==> src/design/ichr_pkg.sv <==
// Shared types and constants for the interval cache hit-ratio monitor.
`timescale 1ns / 1ps

package ichr_pkg;

    localparam int RD_BITS      = 33;
    localparam int GAP_BITS     = 32;
    localparam int CACHE_BITS   = 32;
    localparam int WEIGHT_BITS  = 17;
    localparam int RATIO_BITS   = 17;
    localparam int OUT_CNT_BITS = 40;
    localparam int QFRAC_BITS   = 16;

    localparam logic [RATIO_BITS-1:0] Q16_ONE  = 17'h10000;
    localparam logic [RATIO_BITS-1:0] Q16_HALF = 17'h08000;

    // Register indexes on the configuration port.
    typedef enum logic [1:0] {
        REG_CAPACITY     = 2'd0,
        REG_DECAY_MODE   = 2'd1,
        REG_DECAY_WEIGHT = 2'd2,
        REG_WINDOW_CHECK = 2'd3
    } cfg_reg_t;

    // Live configuration as seen by the front and back ends.
    typedef struct packed {
        logic [CACHE_BITS-1:0]  capacity;
        logic                   decay_mode;
        logic [WEIGHT_BITS-1:0] decay_weight;
        logic                   window_check;
    } cfg_t;

    // Fill status of the interval queue.
    typedef struct packed {
        logic full;
        logic empty;
    } q_status_t;

endpackage

==> src/design/ichr_front.sv <==
// Front end: classifies each request as hit or miss and keeps the run and interval counters.
`timescale 1ns / 1ps

module ichr_front
    import ichr_pkg::*;
#(
    parameter int COUNT_BITS = 40,
    localparam int EW = 4 * COUNT_BITS + 1
) (
    input  logic                  aclk,
    input  logic                  aresetn,
    input  cfg_t                  cfg,
    input  logic                  beat_ok,
    input  logic [RD_BITS-1:0]    reuse_distance,
    input  logic [GAP_BITS-1:0]   previous_gap,
    input  logic                  run_start,
    input  logic                  interval_end,
    output logic                  push,
    output logic [EW-1:0]         push_data
);

    localparam int CW = (COUNT_BITS > GAP_BITS) ? COUNT_BITS : GAP_BITS;

    logic [COUNT_BITS-1:0] pos_reg, pos_next;
    logic [COUNT_BITS-1:0] ih_reg, ih_next;
    logic [COUNT_BITS-1:0] im_reg, im_next;
    logic [COUNT_BITS-1:0] rh_reg, rh_next;
    logic [COUNT_BITS-1:0] rm_reg, rm_next;
    logic                  first_reg, first_next;

    logic [COUNT_BITS-1:0] pos_base, ih_base, im_base, rh_base, rm_base;
    logic [COUNT_BITS-1:0] ih_cnt, im_cnt, rh_cnt, rm_cnt;
    logic                  first_base;
    logic                  size_hit, gap_outside, hit;

    function automatic logic [COUNT_BITS-1:0] sat_inc(input logic [COUNT_BITS-1:0] v);
        sat_inc = (&v) ? v : v + COUNT_BITS'(1);
    endfunction

    // A run start clears everything before the flagged request is counted.
    always_comb begin
        pos_base   = run_start ? '0 : pos_reg;
        ih_base    = run_start ? '0 : ih_reg;
        im_base    = run_start ? '0 : im_reg;
        rh_base    = run_start ? '0 : rh_reg;
        rm_base    = run_start ? '0 : rm_reg;
        first_base = run_start | first_reg;
    end

    always_comb begin
        size_hit    = !reuse_distance[RD_BITS-1]
                      && (reuse_distance[CACHE_BITS-1:0] < cfg.capacity);
        gap_outside = !previous_gap[GAP_BITS-1]
                      && (CW'(previous_gap) > CW'(pos_base));
        hit         = size_hit && !(cfg.window_check && gap_outside);

        ih_cnt = hit ? sat_inc(ih_base) : ih_base;
        rh_cnt = hit ? sat_inc(rh_base) : rh_base;
        im_cnt = hit ? im_base : sat_inc(im_base);
        rm_cnt = hit ? rm_base : sat_inc(rm_base);
    end

    always_comb begin
        pos_next   = pos_reg;
        ih_next    = ih_reg;
        im_next    = im_reg;
        rh_next    = rh_reg;
        rm_next    = rm_reg;
        first_next = first_reg;
        if (beat_ok) begin
            pos_next = sat_inc(pos_base);
            rh_next  = rh_cnt;
            rm_next  = rm_cnt;
            if (interval_end) begin
                ih_next    = '0;
                im_next    = '0;
                first_next = 1'b0;
            end else begin
                ih_next    = ih_cnt;
                im_next    = im_cnt;
                first_next = first_base;
            end
        end
    end

    assign push      = beat_ok && interval_end;
    assign push_data = {first_base, rm_cnt, rh_cnt, im_cnt, ih_cnt};

    always_ff @(posedge aclk) begin
        if (!aresetn) begin
            pos_reg   <= '0;
            ih_reg    <= '0;
            im_reg    <= '0;
            rh_reg    <= '0;
            rm_reg    <= '0;
            first_reg <= 1'b1;
        end else begin
            pos_reg   <= pos_next;
            ih_reg    <= ih_next;
            im_reg    <= im_next;
            rh_reg    <= rh_next;
            rm_reg    <= rm_next;
            first_reg <= first_next;
        end
    end

endmodule

==> src/design/ichr_queue.sv <==
// Two-entry queue of closed interval snapshots between the front and back ends.
`timescale 1ns / 1ps

module ichr_queue
    import ichr_pkg::*;
#(
    parameter int WIDTH = 161
) (
    input  logic             aclk,
    input  logic             aresetn,
    input  logic             push,
    input  logic [WIDTH-1:0] push_data,
    input  logic             pop,
    output logic [WIDTH-1:0] pop_data,
    output q_status_t        status
);

    localparam int DEPTH = 2;
    localparam int PW    = $clog2(DEPTH);

    logic [WIDTH-1:0] mem [DEPTH];
    logic [PW-1:0]    wr_ptr_reg, wr_ptr_next;
    logic [PW-1:0]    rd_ptr_reg, rd_ptr_next;
    logic [PW:0]      count_reg, count_next;

    always_comb begin
        status.full  = (count_reg == (PW+1)'(DEPTH));
        status.empty = (count_reg == '0);
        pop_data     = mem[rd_ptr_reg];
    end

    always_comb begin
        wr_ptr_next = push ? wr_ptr_reg + PW'(1) : wr_ptr_reg;
        rd_ptr_next = pop  ? rd_ptr_reg + PW'(1) : rd_ptr_reg;
        count_next  = count_reg + (PW+1)'(push) - (PW+1)'(pop);
    end

    always_ff @(posedge aclk) begin
        if (push) begin
            mem[wr_ptr_reg] <= push_data;
        end
    end

    always_ff @(posedge aclk) begin
        if (!aresetn) begin
            wr_ptr_reg <= '0;
            rd_ptr_reg <= '0;
            count_reg  <= '0;
        end else begin
            wr_ptr_reg <= wr_ptr_next;
            rd_ptr_reg <= rd_ptr_next;
            count_reg  <= count_next;
        end
    end

endmodule

==> src/design/ichr_back.sv <==
// Back end: restoring ratio divider, decay mix and the result register.
`timescale 1ns / 1ps

module ichr_back
    import ichr_pkg::*;
#(
    parameter int COUNT_BITS = 40,
    localparam int EW = 4 * COUNT_BITS + 1,
    localparam int OW = RATIO_BITS + 2 * OUT_CNT_BITS,
    localparam int OB = ((OW + 7) / 8) * 8
) (
    input  logic           aclk,
    input  logic           aresetn,
    input  cfg_t           cfg,
    input  q_status_t      q_status,
    input  logic [EW-1:0]  q_data,
    output logic           pop,
    output logic           m_tvalid,
    input  logic           m_tready,
    output logic [OB-1:0]  m_tdata
);

    localparam int TW = COUNT_BITS + 1;
    localparam int XW = (COUNT_BITS > OUT_CNT_BITS) ? COUNT_BITS : OUT_CNT_BITS;
    localparam int SW = $clog2(QFRAC_BITS);
    localparam int PBITS = 2 * RATIO_BITS;

    typedef enum logic [2:0] {
        ST_IDLE,
        ST_SETUP,
        ST_DIVIDE,
        ST_ROUND,
        ST_MULTIPLY,
        ST_MIX,
        ST_FINISH
    } state_t;

    state_t state_reg;

    logic [COUNT_BITS-1:0]   h_reg, m_reg;
    logic [TW-1:0]           t_reg, r_reg;
    logic [QFRAC_BITS-1:0]   q_reg;
    logic [SW-1:0]           step_reg;
    logic                    first_reg;
    logic [RATIO_BITS-1:0]   ir_reg, ratio_reg, prev_reg;
    logic [PBITS-1:0]        p0_reg, p1_reg;
    logic [OUT_CNT_BITS-1:0] ih_out_reg, im_out_reg;
    logic                    m_valid_reg;
    logic [OB-1:0]           m_data_reg;

    logic [COUNT_BITS-1:0]   q_ih, q_im, q_rh, q_rm;
    logic                    q_first;
    logic [TW-1:0]           sum, t_val;
    logic                    zero_total, full_ratio;
    logic [TW:0]             r2, t2, diff;
    logic                    ge;
    logic [TW-1:0]           r_step;
    logic [RATIO_BITS-1:0]   round_q;
    logic [RATIO_BITS-1:0]   w, w_inv;
    logic [PBITS:0]          mix;
    logic [PBITS-QFRAC_BITS:0] mix_q;
    logic [RATIO_BITS-1:0]   mix_ratio;
    logic                    to_mix;
    logic                    out_free;

    function automatic logic [OUT_CNT_BITS-1:0] sat_out(input logic [COUNT_BITS-1:0] v);
        logic [XW-1:0] x;
        x = XW'(v);
        sat_out = (x > XW'({OUT_CNT_BITS{1'b1}})) ? {OUT_CNT_BITS{1'b1}} : x[OUT_CNT_BITS-1:0];
    endfunction

    assign {q_first, q_rm, q_rh, q_im, q_ih} = q_data;
    assign pop      = (state_reg == ST_IDLE) && !q_status.empty;
    assign out_free = !m_valid_reg || m_tready;
    assign to_mix   = cfg.decay_mode && !first_reg;

    // Total with the saturation that only a full 64-bit count can need.
    always_comb begin
        sum   = TW'(h_reg) + TW'(m_reg);
        t_val = sum;
        if (COUNT_BITS == 64 && sum[COUNT_BITS]) begin
            t_val = {1'b0, {COUNT_BITS{1'b1}}};
        end
        zero_total = (h_reg == '0) && (m_reg == '0);
        full_ratio = (m_reg == '0) || (COUNT_BITS == 64 && (&h_reg));
    end

    // One restoring step: compare twice the remainder against the total.
    always_comb begin
        r2      = {r_reg, 1'b0};
        t2      = {1'b0, t_reg};
        ge      = (r2 >= t2);
        diff    = r2 - t2;
        r_step  = ge ? diff[TW-1:0] : r2[TW-1:0];
        round_q = {1'b0, q_reg} + RATIO_BITS'(ge);
    end

    always_comb begin
        w         = (cfg.decay_weight > Q16_ONE) ? Q16_ONE : cfg.decay_weight;
        w_inv     = Q16_ONE - w;
        mix       = (PBITS+1)'(p0_reg) + (PBITS+1)'(p1_reg) + (PBITS+1)'(Q16_HALF);
        mix_q     = mix[PBITS:QFRAC_BITS];
        mix_ratio = (mix_q > (PBITS-QFRAC_BITS+1)'(Q16_ONE)) ? Q16_ONE
                                                             : mix_q[RATIO_BITS-1:0];
    end

    always_ff @(posedge aclk) begin
        if (!aresetn) begin
            state_reg   <= ST_IDLE;
            m_valid_reg <= 1'b0;
            prev_reg    <= '0;
        end else begin
            if (m_tready && !(state_reg == ST_FINISH && out_free)) begin
                m_valid_reg <= 1'b0;
            end
            unique case (state_reg)
                ST_IDLE: begin
                    if (!q_status.empty) begin
                        h_reg      <= cfg.decay_mode ? q_ih : q_rh;
                        m_reg      <= cfg.decay_mode ? q_im : q_rm;
                        first_reg  <= q_first;
                        ih_out_reg <= sat_out(q_ih);
                        im_out_reg <= sat_out(q_im);
                        state_reg  <= ST_SETUP;
                    end
                end
                ST_SETUP: begin
                    t_reg    <= t_val;
                    r_reg    <= TW'(h_reg);
                    q_reg    <= '0;
                    step_reg <= '0;
                    if (zero_total || full_ratio) begin
                        ir_reg    <= zero_total ? '0 : Q16_ONE;
                        ratio_reg <= zero_total ? '0 : Q16_ONE;
                        state_reg <= to_mix ? ST_MULTIPLY : ST_FINISH;
                    end else begin
                        state_reg <= ST_DIVIDE;
                    end
                end
                ST_DIVIDE: begin
                    r_reg    <= r_step;
                    q_reg    <= {q_reg[QFRAC_BITS-2:0], ge};
                    step_reg <= step_reg + SW'(1);
                    if (step_reg == SW'(QFRAC_BITS - 1)) begin
                        state_reg <= ST_ROUND;
                    end
                end
                ST_ROUND: begin
                    ir_reg    <= round_q;
                    ratio_reg <= round_q;
                    state_reg <= to_mix ? ST_MULTIPLY : ST_FINISH;
                end
                ST_MULTIPLY: begin
                    p0_reg    <= PBITS'(prev_reg) * PBITS'(w);
                    p1_reg    <= PBITS'(ir_reg) * PBITS'(w_inv);
                    state_reg <= ST_MIX;
                end
                ST_MIX: begin
                    ratio_reg <= mix_ratio;
                    state_reg <= ST_FINISH;
                end
                ST_FINISH: begin
                    if (out_free) begin
                        m_valid_reg <= 1'b1;
                        m_data_reg  <= OB'({im_out_reg, ih_out_reg, ratio_reg});
                        prev_reg    <= ratio_reg;
                        state_reg   <= ST_IDLE;
                    end
                end
                default: begin
                    state_reg <= ST_IDLE;
                end
            endcase
        end
    end

    assign m_tvalid = m_valid_reg;
    assign m_tdata  = m_data_reg;

endmodule

==> src/design/interval_cache_hit_ratio.sv <==
// Top level of the interval cache hit-ratio monitor: configuration registers and wiring.
`timescale 1ns / 1ps

// A closing beat queues a snapshot; the back end pops it, divides, rounds, applies any decay
// mix and loads m_tdata; an empty or all-hit total skips the division. Throughput: one
// request beat per cycle; closed intervals wait in a two-entry queue and the back end
// handles one at a time, mostly in its one-bit-per-cycle divider. s_tready falls only
// while that queue is full. Reset (aresetn low, synchronous) clears all counters, the
// previous ratio, the queue and the output, and sets registers to defaults.

module interval_cache_hit_ratio
    import ichr_pkg::*;
#(
    parameter int COUNT_BITS = 40
) (
    input  logic         aclk,
    input  logic         aresetn,

    // Configuration write port, no read-back.
    input  logic         cfg_we,
    input  logic [1:0]   cfg_addr,
    input  logic [31:0]  cfg_wdata,

    // Request beats.
    input  logic         s_tvalid,
    output logic         s_tready,
    input  logic [71:0]  s_tdata,  // [32:0] reuse_distance, [64:33] previous_gap, rest zero
    input  logic         s_tuser,  // [0] run_start
    input  logic         s_tlast,  // interval_end

    // Result beats.
    output logic         m_tvalid,
    input  logic         m_tready,
    output logic [103:0] m_tdata   // [16:0] hit_ratio, [56:17] interval_hits,
                                   // [96:57] interval_misses, rest zero
);

    localparam int EW = 4 * COUNT_BITS + 1;

    // The four registers of the configuration port. Both ends read them directly, so
    // the user must change them only while the block is idle; the block does not enforce it.
    logic [CACHE_BITS-1:0]  capacity_reg;
    logic                   decay_mode_reg;
    logic [WEIGHT_BITS-1:0] decay_weight_reg;
    logic                   window_check_reg;
    cfg_t                   cfg;

    logic                   beat_ok;
    logic                   push, pop;
    logic [EW-1:0]          push_data, pop_data;
    q_status_t              q_status;

    always_ff @(posedge aclk) begin
        if (!aresetn) begin
            capacity_reg     <= '0;
            decay_mode_reg   <= 1'b0;
            decay_weight_reg <= '0;
            window_check_reg <= 1'b1;
        end else if (cfg_we) begin
            unique case (cfg_reg_t'(cfg_addr))
                REG_CAPACITY:     capacity_reg     <= cfg_wdata[CACHE_BITS-1:0];
                REG_DECAY_MODE:   decay_mode_reg   <= cfg_wdata[0];
                REG_DECAY_WEIGHT: decay_weight_reg <= cfg_wdata[WEIGHT_BITS-1:0];
                REG_WINDOW_CHECK: window_check_reg <= cfg_wdata[0];
            endcase
        end
    end

    assign cfg.capacity     = capacity_reg;
    assign cfg.decay_mode   = decay_mode_reg;
    assign cfg.decay_weight = decay_weight_reg;
    assign cfg.window_check = window_check_reg;

    // The front end never waits on the divider as long as the queue has room.
    assign s_tready = !q_status.full;
    assign beat_ok  = s_tvalid && s_tready;

    ichr_front #(
        .COUNT_BITS (COUNT_BITS)
    ) u_front (
        .aclk           (aclk),
        .aresetn        (aresetn),
        .cfg            (cfg),
        .beat_ok        (beat_ok),
        .reuse_distance (s_tdata[RD_BITS-1:0]),
        .previous_gap   (s_tdata[RD_BITS+GAP_BITS-1:RD_BITS]),
        .run_start      (s_tuser),
        .interval_end   (s_tlast),
        .push           (push),
        .push_data      (push_data)
    );

    ichr_queue #(
        .WIDTH (EW)
    ) u_queue (
        .aclk      (aclk),
        .aresetn   (aresetn),
        .push      (push),
        .push_data (push_data),
        .pop       (pop),
        .pop_data  (pop_data),
        .status    (q_status)
    );

    // The back end holds the previous ratio and owns the output register, so a
    // finished result can wait for m_tready while the front keeps taking requests.
    ichr_back #(
        .COUNT_BITS (COUNT_BITS)
    ) u_back (
        .aclk     (aclk),
        .aresetn  (aresetn),
        .cfg      (cfg),
        .q_status (q_status),
        .q_data   (pop_data),
        .pop      (pop),
        .m_tvalid (m_tvalid),
        .m_tready (m_tready),
        .m_tdata  (m_tdata)
    );

endmodule

==> config.mk <==
export PLATFORM = sky130hd
export DESIGN_NAME = interval_cache_hit_ratio
export DESIGN_NICKNAME = d
export VERILOG_FILES = /design/src/design/ichr_pkg.sv /design/src/design/ichr_front.sv /design/src/design/ichr_queue.sv /design/src/design/ichr_back.sv /design/src/design/interval_cache_hit_ratio.sv
export SDC_FILE = /design/constraint.sdc
export NUM_CORES = 2
export LEC_CHECK = 0
export BUFFER_PORTS_ARGS = -buffer_cell sky130_fd_sc_hd__buf_2
export CAP_MARGIN = 10
export CORE_ASPECT_RATIO = 0.7
export CORE_MARGIN = 2
export CORE_UTILIZATION = 34
export CTS_BUF_LIST = sky130_fd_sc_hd__clkbuf_8 sky130_fd_sc_hd__clkbuf_16
export DETAILED_ROUTE_END_ITERATION = 6
export PLACE_DENSITY = 0.56
export SLEW_MARGIN = 20
export SYNTH_ARGS = -nofsm -noshare
export SYNTH_HDL_FRONTEND = slang
export SYNTH_SLANG_ARGS = --single-unit
==> constraint.sdc <==
create_clock -name aclk -period 13.35 [get_ports aclk]
set_input_delay 0.6675 -clock aclk [delete_from_list [all_inputs] [get_ports aclk]]
set_output_delay 0.6675 -clock aclk [all_outputs]
set_load 0.005 [all_outputs]
==> qor.txt <==
total power: 14.64 mW
CTS tree: yes
Min Clock Period, post-route: 11330 ps
largest net degree at the start of global routing: 162
Port Buffers: 204
Adder-Cell Fraction of Synth Area: 20.34%
r2r startpoint: decay_weight_reg[0]$_SDFFE_PN0P_
via count: 52360
Fin. Hold Viols: 0
sequential fraction of the synthesis area: 40.93%
Avg Cell Area, Syn: 10.09 um^2
synth cell count leaders: nand2_1, edfxtp_1, inv_1, fa_1, ha_1
Post-Synth Simple-Gate Area: 16.04%
P_leak: 31.70 nW
Largest Register: u_queue.mem
num ports: 219
total track usage: 19.31%
Fmax: 0.08825 GHz
multiplexer share of the synthesized area: 2.757%
Starting Density: 34.20%
DR WL/cell: 20.82 um
first-pass GRT wire length: 316000 um
Routed Antenna Nets: 0
worst slew pin tran: 1164 ps
Cell Pwr Density: 185.0 nW/um^2
final WL: 208300 um
Worst Setup End Kind: register
Final Skew: 91.21 ps
Design Area, Final: 79150 um^2
Die Wd: 550.6 um
Critical Path Source: decay_weight_reg[0]$_SDFFE_PN0P_
top area cells in the synthesized netlist: edfxtp_1, fa_1, dfxtp_1
most frequent cell after synthesis: nand2_1
slowest CP cell: nor2_2
run status: completed
reg2reg setup slack: 2020 ps
Die Height: 386.7 um
hold buffers post-CTS: 0
post-synth cell types: 99
top cell type's share of synthesized area: 33.10%
largest family of logic cells by synthesized area: adder cells
routability congestion estimate: 0.8986
Slew headroom: 22.08%
final net count: 8133
crit share post-route: 84.88%
Mapped Area: 71120 um^2
WP data required: 13860 ps
Rows: 140
DP Area: 75160 um^2
# clock sinks: 1062
GRT overflow: 0
endpoints failing setup: 0
Peak VDD IR: 0.4696 mV
TritonCTS buffer count: 113
flop and latch count out of synthesis: 1062
TNS Setup: 0 ps
H-tree Lvls: 3
Compound-Gate Fraction of Synth Area: 10.00%
worst hold path type: primary input to register
clock root buffer: clkbuf_16
Main synth FF type: edfxtp_1
largest area contributor in the netlist: edfxtp_1
Vias/cell: 5.233
r2r worst-path depth: 36
Ys Warns: 0
Max FO, Critical Path: 17
maximum buffer depth of the clock tree: 3
critical path class: register to register
initial antenna violation count: 17
EDFF count, synth: 784
DP Wirelength: 153600 um
reported max-cap violation count: 0
Setup Buffers After CTS: 0
reg2reg end: u_back.p1_reg[33]$_DFFE_PP_
P&R area growth vs syn: 11.29%
cts repair resizes: 0
Slew Limit Fails: 0
Synth async-reset ratio: 0%
fraction of layout cells with a size suffix above 1: 8.985%
number of flip-flops in the largest register: 322
vias in the first global route: 51050
CP startpoint kind: register
Core Footprint: 207900 um^2
die footprint: 212900 um^2
Worst-path clk slew: 70 ps
max incr delay on CP: 820 ps
worst-skew pair later-pin latency: 790 ps
xor-xnor portion of the synthesized cell area: 4.224%
first drt pass iteration count: 6
RSZ-0062 raised after global routing: false
1st-iter DRT viols: 4904
crit path DAT: 11840 ps
CP Capture Point: u_back.p1_reg[33]$_DFFE_PP_
Residual DRC: 0
Syn Inst Count: 7052
==> cell usage in the layout, fill, tap and decap left out, drive strengths merged, types with 122 or more instances in the layout <==
cell type,n
edfxtp,784
buf,304
clkbuf,122
xnor2,226
ha,436
inv,749
nand2,999
and2,213
dfxtp,278
nand3,158
a21oi,345
nor2,358
o21ai,323
fa,450
==> worst min-delay path by stage <==
stage | startpoint | cells past startpoint | to
floorplan | u_back.ih_out_reg[0]$_SDFFCE_PN1P_ | 0 | u_back.m_tdata[17]$_DFFE_PP_
global placement | u_back.ih_out_reg[30]$_SDFFCE_PN1P_ | 0 | u_back.m_tdata[47]$_DFFE_PP_
detailed placement | u_back.ih_out_reg[8]$_SDFFCE_PN1P_ | 0 | u_back.m_tdata[25]$_DFFE_PP_
CTS | cfg_wdata[4] | 3 | capacity_reg[4]$_SDFFE_PN0P_
global route | cfg_wdata[12] | 3 | capacity_reg[12]$_SDFFE_PN0P_
finish | cfg_wdata[3] | 3 | capacity_reg[3]$_SDFFE_PN0P_
==> final cells by class <==
cell class,instances,area [um^2]
Fill cell,20330,128800
Multi-Input combinational cell,4936,38120
Sequential cell,1062,29120
Tap cell,2769,3465
Clock buffer,122,2974
Inverter,717,2698
Timing Repair Buffer,304,1803
Clock inverter,93,969.7
Antenna cell,2,5.005
==> critical path, delay by kind of cell (launching register included) <==
family / cells / cell delay, ps
buffers and inverters: 6 / 380
flip-flops: 1 / 470
adder cells (fa/ha/maj): 8 / 3760
AO/OA/AOI/OAI: 10 / 2480
XOR/XNOR: 1 / 100
AND/OR/NAND/NOR: 11 / 3850
==> power by group <==
group	switching [mW]	internal [mW]
sequential	0.272	4.22
combinational	4.24	2.57
clock	1.46	1.88
==> kinds of logic after synthesis <==
kind of cell | Yosys count
fa+ha+maj | 886
flops | 1062
xor+xnor | 343
compound gates | 1142
simple gates | 2373
other cells | 1
mux | 185
buf+inv | 1060
==> routing by layer <==
metal / global-route usage, % / vias up / share of wire [%]
li1: - / 24350 / -
met1: 31.03 / 25960 / 50
met2: 26.56 / 1809 / 40
met3: 2.749 / 241 / 7.1
met4: 4.763 / 0 / 2.3
met5: 0 / - / 0
==> stage by stage <==
| stage | hold slack, ps | std cells | worst slack, ps | utilization, % |
|---|---|---|---|---|
| 2_1_floorplan | 400.3 | 7058 | 3886 | - |
| 3_3_place_gp | 407.7 | 9787 | 2109 | 36.15 |
| 3_5_place_dp | 405.1 | 9787 | 1962 | 36.15 |
| 4_1_cts | 82.87 | 10000 | 1912 | 38.05 |
| 5_1_grt | 123.1 | 10000 | 1269 | 38.07 |
| 6_report | 155.0 | 10010 | 2018 | 38.07 |
No activity file was read; power rests on OpenSTA's default activity.
